==> src/hw/rtl/hrmn_pkg.sv <==
// Package of the HID report to MIDI note core: constants, types and the key map.
package hrmn_pkg;

    localparam int SLOT_MAX          = 6;
    localparam int KEY_SLOTS_DEFAULT = 6;
    localparam int KEY_W             = 8;
    localparam int NOTE_W            = 7;
    localparam int VEL_W             = 7;
    localparam int STATUS_W          = 8;
    localparam int IN_DATA_W         = SLOT_MAX * KEY_W;
    localparam int OUT_DATA_W        = 24;

    localparam logic [STATUS_W-1:0] STATUS_NOTE_OFF = 8'h80;
    localparam logic [STATUS_W-1:0] STATUS_NOTE_ON  = 8'h90;
    localparam logic [VEL_W-1:0]    VELOCITY_RESET  = 7'd100;

    // Commands from the sequencer to the datapath.
    typedef struct packed {
        logic load_report;  // capture a new report, retire the current one
        logic load_out;     // load the output register with the current step
        logic phase;        // 0: note-off pass over old keys, 1: note-on pass
    } cmd_t;

    // Status from the datapath to the sequencer.
    typedef struct packed {
        logic hit;          // current step gives a message
        logic last;         // no later step of this report gives a message
        logic out_free;     // output register can take a message this cycle
    } status_t;

    // QWERTY piano map; zero marks an unmapped keycode.
    function automatic logic [NOTE_W-1:0] note_of(input logic [KEY_W-1:0] code);
        logic [NOTE_W-1:0] note;
        unique case (code)
            8'h36:   note = 7'd72;
            8'h10:   note = 7'd71;
            8'h0D:   note = 7'd70;
            8'h11:   note = 7'd69;
            8'h0B:   note = 7'd68;
            8'h05:   note = 7'd67;
            8'h0A:   note = 7'd66;
            8'h19:   note = 7'd65;
            8'h06:   note = 7'd64;
            8'h07:   note = 7'd63;
            8'h1B:   note = 7'd62;
            8'h16:   note = 7'd61;
            8'h1D:   note = 7'd60;
            8'h18:   note = 7'd59;
            8'h24:   note = 7'd58;
            8'h1C:   note = 7'd57;
            8'h23:   note = 7'd56;
            8'h17:   note = 7'd55;
            8'h22:   note = 7'd54;
            8'h15:   note = 7'd53;
            8'h08:   note = 7'd52;
            8'h20:   note = 7'd51;
            8'h1A:   note = 7'd50;
            8'h1F:   note = 7'd49;
            8'h14:   note = 7'd48;
            default: note = '0;
        endcase
        return note;
    endfunction

endpackage

==> src/hw/rtl/hrmn_ctrl.sv <==
// Sequencer of the HID report to MIDI note core: steps the off and on passes.
module hrmn_ctrl #(
    parameter int KEY_SLOTS = hrmn_pkg::KEY_SLOTS_DEFAULT,
    parameter int SLOT_W    = (KEY_SLOTS > 1) ? $clog2(KEY_SLOTS) : 1
) (
    input  logic              aclk,
    input  logic              aresetn,
    input  logic              s_tvalid,
    output logic              s_tready,
    input  hrmn_pkg::status_t status,
    output hrmn_pkg::cmd_t    cmd,
    output logic [SLOT_W-1:0] slot
);

    localparam logic ST_IDLE = 1'b0;
    localparam logic ST_SCAN = 1'b1;

    logic              state_reg, state_next;
    logic              phase_reg, phase_next;
    logic [SLOT_W-1:0] slot_reg, slot_next;
    logic              advance;

    always_ff @(posedge aclk) begin
        if (!aresetn) begin
            state_reg <= ST_IDLE;
            phase_reg <= 1'b0;
            slot_reg  <= '0;
        end else begin
            state_reg <= state_next;
            phase_reg <= phase_next;
            slot_reg  <= slot_next;
        end
    end

    always_comb begin
        state_next       = state_reg;
        phase_next       = phase_reg;
        slot_next        = slot_reg;
        advance          = 1'b0;
        s_tready         = 1'b0;
        cmd.load_report  = 1'b0;
        cmd.load_out     = 1'b0;
        cmd.phase        = phase_reg;
        unique case (state_reg)
            ST_IDLE: begin
                s_tready = 1'b1;
                if (s_tvalid) begin
                    cmd.load_report = 1'b1;
                    phase_next      = 1'b0;
                    slot_next       = '0;
                    state_next      = ST_SCAN;
                end
            end
            ST_SCAN: begin
                // stall on a hit while the output register is still occupied
                if (status.hit) begin
                    if (status.out_free) begin
                        cmd.load_out = 1'b1;
                        advance      = 1'b1;
                    end
                end else begin
                    advance = 1'b1;
                end
                if (advance) begin
                    if (slot_reg == SLOT_W'(KEY_SLOTS - 1)) begin
                        slot_next = '0;
                        if (phase_reg) begin
                            state_next = ST_IDLE;
                        end else begin
                            phase_next = 1'b1;
                        end
                    end else begin
                        slot_next = slot_reg + SLOT_W'(1);
                    end
                end
            end
            default: state_next = ST_IDLE;
        endcase
    end

    assign slot = slot_reg;

endmodule

==> config.mk <==
export PLATFORM = sky130hd
export DESIGN_NAME = hrmn_ctrl
export DESIGN_NICKNAME = d
export VERILOG_FILES = /design/src/hw/rtl/hrmn_pkg.sv /design/src/hw/rtl/hrmn_ctrl.sv
export SDC_FILE = /design/constraint.sdc
export NUM_CORES = 1
export LEC_CHECK = 0
export BUFFER_PORTS_ARGS = -buffer_cell sky130_fd_sc_hd__buf_2
export CAP_MARGIN = 20
export CORE_AREA = 3 3 40 42
export CTS_BUF_LIST = sky130_fd_sc_hd__clkbuf_4 sky130_fd_sc_hd__clkbuf_8
export CTS_CLUSTER_DIAMETER = 120
export DETAILED_ROUTE_END_ITERATION = 16
export DIE_AREA = 0 0 43 45
export GPL_TIMING_DRIVEN = 0
export PLACE_DENSITY = 0.4
export SLEW_MARGIN = 20
export SYNTH_ARGS = -nofsm -noshare
export SYNTH_HDL_FRONTEND = slang
export SYNTH_SLANG_ARGS = --single-unit
==> constraint.sdc <==
create_clock -name aclk -period 1.3 [get_ports aclk]
set_input_delay 0.065 -clock aclk [delete_from_list [all_inputs] [get_ports aclk]]
set_output_delay 0.065 -clock aclk [all_outputs]
set_load 0.02 [all_outputs]
Yosys cells after proc, flatten, opt, wreduce, memory -nomap -nowiden
Cells that the tools add are included.

Bits of input ports: 6. Bits in registers: 5. Logic and storage cells: 31. Output and inout bits: 7.

Reduce and logical (&&, ||, !) cells: 2. Equality and inequality tests: 4. Bitwise operators: 1. Add/sub/neg operators: 1. Multiplexer cells: 20.

Operator list (number): two-way mux 1 bit (14); two-way mux 3 bit (3); case mux 3 bit (2 select lines) (1); inequality test 2 x 1 -> 1 bit, second input constant (2); case mux 1 bit (2 select lines) (2); adder 3 x 1 -> 3 bit, second input constant (1); equality test 3 bit, second input constant (1); AND reduction 3 bit (1); inequality test 2 bit, second input constant (1); AND reduction 2 bit (1); inverter 1 bit (1).

Longest topological paths before layout
Gate-level depths: netlist (run 1).

Depth in word-level cells: 5. Mapped depth: 3.

Least setup slack after synthesis (run 1)
OpenSTA, ideal clock, no wires.

Path kind: reg-to-reg. From: reg slot_reg[0] (netlist: slot[0]). To: reg slot_reg[2] (netlist: slot[2]). Arrival: 1.146 ns. Stages on the path, launching flop included: 4. Required time: 1.230 ns. Slack: 0.084 ns. Clock period less this slack: 1.216 ns. Setup time: 0.070 ns. Cell sequence: dfxtp_1 -> nand2_2 -> or4b_1 -> a21boi_1.

Word-level cells in the longest chain between the ends: 4.

Ends and longest elaborated chain: start: declaration (RTL line hrmn_ctrl.sv:20) `logic [SLOT_W-1:0] slot_reg, slot_next;`; start signal: assignment (RTL line hrmn_ctrl.sv:31) `slot_reg <= slot_next;`; adder 3 x 1 -> 3 bit or equality test 3 bit (tied branches) (RTL line hrmn_ctrl.sv:73, hrmn_ctrl.sv:65); two-way mux 3 bit * (RTL line hrmn_ctrl.sv:65) `if (slot_reg == SLOT_W'(KEY_SLOTS - 1)) begin`; two-way mux 3 bit * (RTL line hrmn_ctrl.sv:64) `if (advance) begin`; case mux 3 bit (2 select lines) * (RTL line hrmn_ctrl.sv:44) `unique case (state_reg)`.

Every way passes the cells marked *; elsewhere a longest branch is shown, timed or not. The select of a mux whose other input is x is not followed. A chain may end at the register's enable or synchronous reset.

Final worst setup path (run 1)
Ends and elaborated chain as after synthesis.

==> reports/qor.csv, run 1 <==
stage;metric;value;unit
run_status;outcome;complete, no violations;
routing;WL per Instance;10.5;µm
pwr;maximum vdd drop;411;µV
worst_setup_path;WS Path Type;register to register;
pwr;Internal;0.316;mW
floorplan;row count;13;
final_layout;storage element area;101;µm²
pwr;NetSw;0.103;mW
place;number of port buffers;11;
pwr;pwr dens;1190;nW/µm²
routing;met3 wire length;55;µm
final_layout;fill count;145;
clock_tree;CTS tree;built;
clock_tree;H-tree levels;1;
worst_setup_path;critical path peak fanout;5;
global_route;largest net degree at the start of global routing;8;
timing;Period minus WS final;1.14;ns
flow_run;MaxCap Viol Count;0;
synth;post-synth design cell area;248;µm²
clock_tree;clock sinks;5;
global_route;vias in the first global route;258;
place;DP Area;322;µm²
pwr;Sw Share;0.246;
final_layout;diodes inserted;0;
routing;metal2 WL;279;µm
routing;Antenna Nets Post-Route;0;
final_layout;Multi-input gate area;133;µm²
global_route;Total GRT Usage;0.0750;
timing;final worst setup slack;0.158;ns
routing;via/cell ratio;4.56;
synth;syn_nets;33;
synth;Netlist cell types;20;
floorplan;io pins;13;
worst_setup_path;crit start category;register;
pwr;Comb power frac;0.111;
worst_setup_path;Worst R2R Start;slot[0];
floorplan;Core Region;1280;µm²
global_route;global route overflow;0;
clock_tree;cts bufs inserted;3;
pwr;sequential share of power;0.397;
timing;final setup TNS;0;ns
pwr;power share of the clock group;0.492;
floorplan;Die Y;45;µm
final_layout;Post-Layout Cell Count;57;
global_route;initial antenna violation count;0;
synth;YS warnings;0;
routing;M1 WL;265;µm
synth;Seq/Total Area, Yosys;0.404;
place;HPWL Detailed;494;µm
worst_setup_path;worst setup path start;slot[0];
routing;top routing layer in use;met3;
min_path;hold wc startpoint;aresetn;
timing;RSZ-0062 raised after global routing;no;
worst_setup_path;CP required;1.47;ns
global_route;first-pass GRT wire length;1040;µm
floorplan;Initial Util;0.193;
routing;drt total wl;600;µm
place;final RePlAce weighted congestion;0.637;
worst_setup_path;Max stage delay on crit path;0.47;ns
timing;Slew Limit Headroom;0.729;
worst_setup_path;Slowest cell on crit path;or4b_1;
routing;Iteration-0 DRC Markers;4;
worst_setup_path;crit-path cells;nand2_2 -> or4b_1 -> a21boi_1;
routing;routed via count;260;
timing;Worst-Margin Slew;0.406;ns
timing;Clock Skew;0.000583;ns
clock_tree;Root Buffer;clkbuf_4;
clock_tree;Clk Latency, worst-skew pair;0.24;ns
worst_setup_path;Crit path arrival time;1.32;ns
routing;detailed-router iteration count before antenna repair;2;
timing;final setup vio count;0;
final_layout;Net count, final;49;
clock_tree;CTS Buffer Depth;2;
clock_tree;post-CTS setup buffer count;0;
floorplan;chip width;43;µm
timing;max-slew violations;0;
worst_setup_path;Crit. End Element;register;
synth;Syn Inst Count;27;
final_layout;Largest register FFs;3;
routing;DRC viols;0;
final_layout;post-route cell area;353;µm²
timing;Tcrit/Tclk final;0.879;
clock_tree;clk slew on worst S/H paths;0.05;ns
clock_tree;hold buffers post-CTS;0;
pwr;total power;0.418;mW
synth;Syn Area/Cell;9.18;µm²
timing;Hold Slack;0.0935;ns
final_layout;fin util;0.275;
synth;Seq cells post-synth;5;
pwr;Static Leak;0.165;nW
place;worst slack, placed;0.0911;ns
timing;Hold Vio Cnt, Final;0;
floorplan;die footprint;1940;µm²
place;dpl cells;53;
timing;Max Freq;875;MHz
final_layout;layout cells sized above 1;0.429;
final_layout;Area growth syn-to-layout;42.4;%
min_path;worst min path class;input port to register;
## routing by layer
metal / vias to the layer above / global-route usage
li1: 133 / -
met1: 119 / 0.0845
met2: 8 / 0.111
met3: 0 / 0.0359
met4: 0 / 0.0542
met5: - / 0
## Yosys cell counts
| cell type | number | area share |
|---|---|---|
| nor3b_1 | 1 | 0.030 |
| o21a_1 | 1 | 0.030 |
| o31a_1 | 1 | 0.035 |
| dfxtp_1 | 5 | 0.40 |
| inv_1 | 2 | 0.030 |
| a21oi_1 | 1 | 0.020 |
| o21ai_0 | 1 | 0.020 |
| or4_1 | 1 | 0.030 |
| nand2_2 | 1 | 0.025 |
| and3_1 | 2 | 0.050 |
| nor3_1 | 1 | 0.020 |
| a21boi_1 | 1 | 0.030 |
| buf_4 | 1 | 0.030 |
| and2_1 | 1 | 0.025 |
| nor2b_1 | 1 | 0.025 |
| a21boi_0 | 1 | 0.030 |
| o211ai_1 | 2 | 0.061 |
| nor4b_1 | 1 | 0.035 |
| or4b_1 | 1 | 0.040 |
| nand2b_1 | 1 | 0.025 |
## power groups by stage
| stage | clock (mW) | combinational (mW) | sequential [mW] |
|---|---|---|---|
| global route | 0.221 | 0.0521 | 0.168 |
| detailed placement | 0 | 0.0471 | 0.169 |
| finish | 0.206 | 0.0465 | 0.166 |
| CTS | 0.213 | 0.0474 | 0.166 |
| global placement | 0 | 0.0465 | 0.168 |
| floorplan | 0 | 0.0243 | 0.171 |
## path summary, 6_finish.rpt
check               to  slack, ns  cells past startpoint
max            slot[2]       0.16                      3
min reg2reg  state_reg       0.45                      1
min          phase_reg       0.09                      2
max reg2reg    slot[2]       0.16                      3
## cell usage in the layout (no fill, tap or decap)
| cell | netlist | final |
|---|---|---|
| or4_1 | 1 | 1 |
| dfxtp_1 | 5 | 4 |
| o31a_1 | 1 | 1 |
| a21boi_0 | 1 | 1 |
| o21ai_0 | 1 | 1 |
| nand2b_1 | 1 | 1 |
| buf_4 | 1 | 1 |
| a21boi_1 | 1 | 1 |
| nand2_2 | 1 | 1 |
| and3_1 | 2 | 2 |
| o21a_1 | 1 | 1 |
| a21oi_1 | 1 | 1 |
| o211ai_1 | 2 | 2 |
| nor3_1 | 1 | 1 |
| clkbuf_4 | 0 | 4 |
| and2_1 | 1 | 1 |
| dfxtp_2 | 0 | 1 |
| nor3b_1 | 1 | 1 |
| buf_2 | 0 | 11 |
| or4b_1 | 1 | 1 |
| nor4b_1 | 1 | 1 |
| nor2b_1 | 1 | 1 |
| inv_1 | 2 | 2 |
## what timing repair did
item / in CTS / in global routing
endpoints found under the hold margin: 0 / 0
setup endpoints to repair: 0 / 2
gates resized for setup: 0 / 1
## worst max-delay path: cells and delay by family, from the launching register on
kind / cells / cell delay [ns]
DFF: 1 / 0.38
AOI/OAI and AO/OA: 1 / 0.12
and+or+nand+nor: 2 / 0.57
## layout make-up
| class | count | share of cell area |
|---|---|---|
| Buffer | 1 | 0.0213 |
| Clock buffer | 4 | 0.0851 |
| Inverter | 2 | 0.0213 |
| Multi-Input combinational cell | 19 | 0.376 |
| Sequential cell | 5 | 0.287 |
| Tap cell | 15 | 0.0532 |
| Timing Repair Buffer | 11 | 0.156 |
## cell families after synthesis
group	share of synthesized area
buf+inv	0.0606
compound gates	0.227
simple gates	0.308
flops	0.404
Note: power is estimated with default switching activity, not from simulation.
==> inputs of run 2 (changes only) <==
==> constraint.sdc (replaced) <==
create_clock -name aclk -period 1.45 [get_ports aclk]
set_input_delay 0.0725 -clock aclk [delete_from_list [all_inputs] [get_ports aclk]]
set_output_delay 0.0725 -clock aclk [all_outputs]
set_load 0.02 [all_outputs]
==> run 2 against run 1 <==
Effect of this change:
- clock skew hardly changed
- largest cell class unchanged
- sequential power fell by 10%
- critical endpoint unchanged
- non-clock buffer count did not move
- highest routed layer unchanged
==> reports/qor.csv, run 2 (synthesis gave the netlist of run 1 again) <==
stage;metric;value;unit;change
floorplan;Core Region;1280;µm²;unchanged
worst_setup_path;CP required;1.62;ns;was 1.47 ns
clock_tree;post-CTS setup buffer count;0;;unchanged
final_layout;layout cells sized above 1;0.405;;was 0.429
routing;routed via count;260;;unchanged
worst_setup_path;Crit path arrival time;1.38;ns;was 1.32 ns
pwr;pwr dens;1060;nW/µm²;was 1190 nW/µm²
timing;Clock Skew;0.000101;ns;was 0.000583 ns
global_route;vias in the first global route;258;;unchanged
timing;final setup TNS;0;ns;unchanged
routing;Iteration-0 DRC Markers;4;;unchanged
global_route;global route overflow;0;;unchanged
clock_tree;H-tree levels;1;;unchanged
final_layout;storage element area;100;µm²;was 101 µm²
pwr;maximum vdd drop;356;µV;was 411 µV
routing;DRC viols;0;;unchanged
timing;RSZ-0062 raised after global routing;no;;unchanged
worst_setup_path;WS Path Type;register to register;;unchanged
floorplan;row count;13;;unchanged
flow_run;MaxCap Viol Count;0;;unchanged
clock_tree;clock sinks;5;;unchanged
clock_tree;Root Buffer;clkbuf_4;;unchanged
routing;detailed-router iteration count before antenna repair;2;;unchanged
worst_setup_path;crit start category;register;;unchanged
clock_tree;number of gates resized after cts;0;;unchanged
final_layout;fill count;145;;unchanged
final_layout;Largest register FFs;3;;unchanged
final_layout;commonest non-fill, non-tap cell in the layout;buf_2;;unchanged
routing;drt total wl;601;µm;was 600 µm
final_layout;fin util;0.274;;was 0.275
pwr;total power;0.374;mW;was 0.418 mW
min_path;hold wc startpoint;aresetn;;unchanged
clock_tree;CTS Buffer Depth;2;;unchanged
timing;Hold Vio Cnt, Final;0;;unchanged
timing;Worst-Margin Slew;0.406;ns;unchanged
final_layout;post-route cell area;352;µm²;was 353 µm²
global_route;largest net degree at the start of global routing;8;;unchanged
worst_setup_path;critical path peak fanout;7;;was 5
global_route;first-pass GRT wire length;1040;µm;unchanged
clock_tree;CTS tree;built;;unchanged
floorplan;die footprint;1940;µm²;unchanged
worst_setup_path;Worst R2R Start;state_reg;;was slot[0]
place;number of port buffers;11;;unchanged
place;dpl cells;53;;unchanged
min_path;worst min path class;input port to register;;unchanged
timing;Tcrit/Tclk final;0.830;;was 0.879
pwr;Static Leak;0.165;nW;about the same
final_layout;Multi-input gate area;133;µm²;unchanged
final_layout;Area growth syn-to-layout;41.9;%;was 42.4%
routing;via/cell ratio;4.56;;unchanged
run_status;outcome;complete, no violations;;unchanged
final_layout;diodes inserted;0;;unchanged
timing;Slew Limit Headroom;0.729;;unchanged
timing;max-slew violations;0;;unchanged
final_layout;commonest non-fill, non-tap cells in the layout;buf_2, dfxtp_1, clkbuf_4;;was buf_2, clkbuf_4, dfxtp_1
clock_tree;clk slew on worst S/H paths;0.05;ns;about the same
routing;Antenna Nets Post-Route;0;;unchanged
timing;final setup vio count;0;;unchanged
place;final RePlAce weighted congestion;0.637;;unchanged
clock_tree;cts bufs inserted;3;;unchanged
routing;WL per Instance;10.5;µm;about the same
floorplan;io pins;13;;unchanged
timing;Period minus WS final;1.20;ns;was 1.14 ns
floorplan;Die Y;45;µm;unchanged
worst_setup_path;worst setup path start;state_reg;;was slot[0]
global_route;Total GRT Usage;0.0750;;unchanged
final_layout;Post-Layout Cell Count;57;;unchanged
clock_tree;hold buffers post-CTS;0;;unchanged
place;DP Area;322;µm²;unchanged
floorplan;Initial Util;0.193;;unchanged
worst_setup_path;Crit. End Element;register;;unchanged
global_route;initial antenna violation count;0;;unchanged
place;HPWL Detailed;494;µm;unchanged
floorplan;chip width;43;µm;unchanged
clock_tree;Clk Latency, worst-skew pair;0.24;ns;about the same
final_layout;Net count, final;49;;unchanged
timing;Max Freq;831;MHz;was 875 MHz
-- run 2: cell counts in the layout (fill, tap and decap cells not counted) --
No cell type changed its count.
-- run 2: power breakdown --
part	switching (mW)	internal, mW	leakage, nW
Sequential	0.00620	0.142	0.0408
Combinational	0.0246	0.0170	0.106
Clock	0.0609	0.123	0.0184
-- run 2: stage by stage --
stage | setup slack, ns | hold WS [ns]
6_report | 0.246 | 0.101
5_1_grt | 0.113 | 0.110
4_1_cts | 0.232 | 0.0945
3_5_place_dp | 0.241 | 0.346
3_3_place_gp | 0.284 | 0.343
2_1_floorplan | 0.234 | 0.190
-- run 2: cell type report --
| type | instances | area share |
|---|---|---|
| plain buffers | 1 | 0.0214 |
| clock buffers | 4 | 0.0854 |
| inverters | 2 | 0.0214 |
| multi-input cells | 19 | 0.377 |
| flip-flops and latches | 5 | 0.285 |
| well taps | 15 | 0.0534 |
| repair buffers | 11 | 0.157 |
-- run 2: path summary, 6_finish.rpt --
kind / slack (ns) / cells past startpoint / to
setup / recovery: 0.25 / 3 / slot[2]
hold / removal: 0.10 / 2 / slot[0]
setup reg to reg: 0.25 / 3 / slot[2]
hold reg to reg: 0.45 / 1 / state_reg
-- run 2: routing by layer --
layer | global-route usage | vias up | wire, µm
li1 | - | 133 | -
met4 | 0.0542 | 0 | 0
met1 | 0.0845 | 119 | 265
met3 | 0.0359 | 0 | 55
met2 | 0.111 | 8 | 280
met5 | 0 | - | 0
-- run 2: critical path: stages (launching register included) --
cell and delay (ns):
dfxtp_1 0.43, nand2_2 0.11, or4b_1 0.48, a21boi_1 0.12
==> inputs of run 3 (changes only) <==
==> constraint.sdc (replaced) <==
create_clock -name aclk -period 1.2 [get_ports aclk]
set_input_delay 0.06 -clock aclk [delete_from_list [all_inputs] [get_ports aclk]]
set_output_delay 0.06 -clock aclk [all_outputs]
set_load 0.02 [all_outputs]
==> run 3 against run 2 <==
Effect of this change:
- clock skew about the same
- combinational power increased by 22%
- non-clock buffer count is the same
- critical endpoint unchanged
==> reports/qor.csv, run 3 (synthesis gave the netlist of run 1 again) <==
stage;metric;value;unit;change
routing;DRC viols;0;;unchanged
final_layout;layout cells sized above 1;0.452;;was 0.405
clock_tree;CTS tree;built;;unchanged
floorplan;die footprint;1940;µm²;unchanged
timing;Max Freq;898;MHz;was 831 MHz
floorplan;Core Region;1280;µm²;unchanged
final_layout;commonest non-fill, non-tap cell in the layout;buf_2;;unchanged
pwr;Static Leak;0.166;nW;was 0.165 nW
flow_run;MaxCap Viol Count;0;;unchanged
min_path;hold wc startpoint;aresetn;;unchanged
final_layout;Area growth syn-to-layout;42.9;%;was 41.9%
place;final RePlAce weighted congestion;0.674;;was 0.637
pwr;maximum vdd drop;574;µV;was 356 µV
routing;via/cell ratio;4.60;;was 4.56
floorplan;io pins;13;;unchanged
global_route;first-pass GRT wire length;1020;µm;was 1040 µm
clock_tree;Root Buffer;clkbuf_4;;unchanged
final_layout;fill count;150;;was 145
global_route;largest net degree at the start of global routing;8;;unchanged
clock_tree;clock sinks;5;;unchanged
timing;Worst-Margin Slew;0.418;ns;was 0.406 ns
final_layout;Net count, final;49;;unchanged
timing;Slew Limit Headroom;0.721;;was 0.729
final_layout;diodes inserted;0;;unchanged
routing;routed via count;262;;was 260
run_status;outcome;complete, no violations;;unchanged
timing;Tcrit/Tclk final;0.928;;was 0.830
clock_tree;clk slew on worst S/H paths;0.04;ns;was 0.05 ns
routing;detailed-router iteration count before antenna repair;1;;was 2
floorplan;Initial Util;0.193;;unchanged
worst_setup_path;crit start category;register;;unchanged
pwr;pwr dens;1290;nW/µm²;was 1060 nW/µm²
worst_setup_path;WS Path Type;register to register;;unchanged
min_path;worst min path class;input port to register;;unchanged
clock_tree;post-CTS setup buffer count;0;;unchanged
global_route;initial antenna violation count;0;;unchanged
place;DP Area;323;µm²;was 322 µm²
worst_setup_path;critical path peak fanout;7;;unchanged
clock_tree;H-tree levels;1;;unchanged
global_route;vias in the first global route;243;;was 258
final_layout;commonest non-fill, non-tap cells in the layout;buf_2, clkbuf_4, dfxtp_1;;was buf_2, dfxtp_1, clkbuf_4
routing;drt total wl;620;µm;was 601 µm
final_layout;fin util;0.276;;was 0.274
final_layout;post-route cell area;354;µm²;was 352 µm²
timing;RSZ-0062 raised after global routing;no;;unchanged
floorplan;chip width;43;µm;unchanged
place;number of port buffers;11;;unchanged
routing;Iteration-0 DRC Markers;0;;was 4
worst_setup_path;Worst R2R Start;state_reg;;unchanged
timing;max-slew violations;0;;unchanged
worst_setup_path;Crit path arrival time;1.29;ns;was 1.38 ns
timing;Period minus WS final;1.11;ns;was 1.20 ns
clock_tree;CTS Buffer Depth;2;;unchanged
worst_setup_path;CP required;1.38;ns;was 1.62 ns
timing;Hold Vio Cnt, Final;0;;unchanged
floorplan;row count;13;;unchanged
floorplan;Die Y;45;µm;unchanged
routing;Antenna Nets Post-Route;0;;unchanged
pwr;total power;0.456;mW;was 0.374 mW
timing;Clock Skew;0.000459;ns;was 0.000101 ns
global_route;global route overflow;0;;unchanged
worst_setup_path;Crit. End Element;register;;unchanged
routing;WL per Instance;10.9;µm;was 10.5 µm
worst_setup_path;flop-to-flop setup slack;0.09;ns;was 0.25 ns
clock_tree;cts bufs inserted;3;;unchanged
global_route;Total GRT Usage;0.0783;;was 0.0750
clock_tree;Clk Latency, worst-skew pair;0.25;ns;was 0.24 ns
worst_setup_path;worst setup path start;state_reg;;unchanged
final_layout;Largest register FFs;3;;unchanged
timing;final setup vio count;0;;unchanged
## run 3: changes by cell type in the layout (fill, tap and decap cells not counted)
cell / before / now
dfxtp_1: 5 / 3
dfxtp_2: 0 / 2
a21boi_0: 1 / 0
a21boi_1: 1 / 2
## run 3: layer usage
layer / up-vias / GRT usage / share of wire
met5: - / 0 / 0
met3: 2 / 0.0677 / 0.11
li1: 130 / - / -
met2: 10 / 0.111 / 0.47
met1: 120 / 0.0747 / 0.40
met4: 0 / 0.0542 / 0.016
## run 3: where the power goes
| group | leakage (nW) | switching [mW] | internal [mW] | total [mW] |
|---|---|---|---|---|
| Sequential | 0.0414 | 0.00753 | 0.173 | 0.181 |
| Clock | 0.0184 | 0.0752 | 0.149 | 0.224 |
| Combinational | 0.106 | 0.0301 | 0.0208 | 0.0508 |
| Total | 0.166 | 0.113 | 0.343 | 0.456 |
## run 3: repair_timing
item | 4_1_cts | 5_1_grt
setup endpoints to repair | 1 | 1
endpoints found under the hold margin | 0 | 0
gates resized for setup | 1 | 1
cloned | 0 | 0
hold buffers | 0 | 0
## run 3: worst max-delay path: stages, from the launching register on
cell and delay (ns):
dfxtp_2 0.37, nand2_2 0.09, or4b_1 0.46, a21boi_1 0.13
## run 3: worst paths after layout
path | end | cells after the start
setup / recovery | slot[2] | 3
hold / removal | slot[0] | 2
setup reg to reg | slot[2] | 3
hold reg to reg | state_reg | 1
## run 3: final cells by class
| type | instances | area, µm² | area share |
|---|---|---|---|
| multi-input combinational | 19 | 133 | 0.375 |
| sequential | 5 | 103 | 0.290 |
| timing repair buffer | 11 | 55.1 | 0.155 |
| clock buffer | 4 | 30.0 | 0.0848 |
| tap | 15 | 18.8 | 0.0530 |
| buffer | 1 | 7.51 | 0.0212 |
| inverter | 2 | 7.51 | 0.0212 |
## run 3: metrics by stage
| stage | hold WS (ns) | worst slack (ns) | std cells | TNS, ns |
|---|---|---|---|---|
| global placement | 0.325 | 0.0385 | 53 | 0 |
| floorplan | 0.177 | 0.0832 | 27 | 0 |
| finish | 0.0734 | 0.0859 | 57 | 0 |
| CTS | 0.0653 | 0.0404 | 57 | 0 |
| detailed placement | 0.331 | -0.0170 | 53 | -0.0170 |
| global route | 0.0733 | 0.00478 | 57 | 0 |
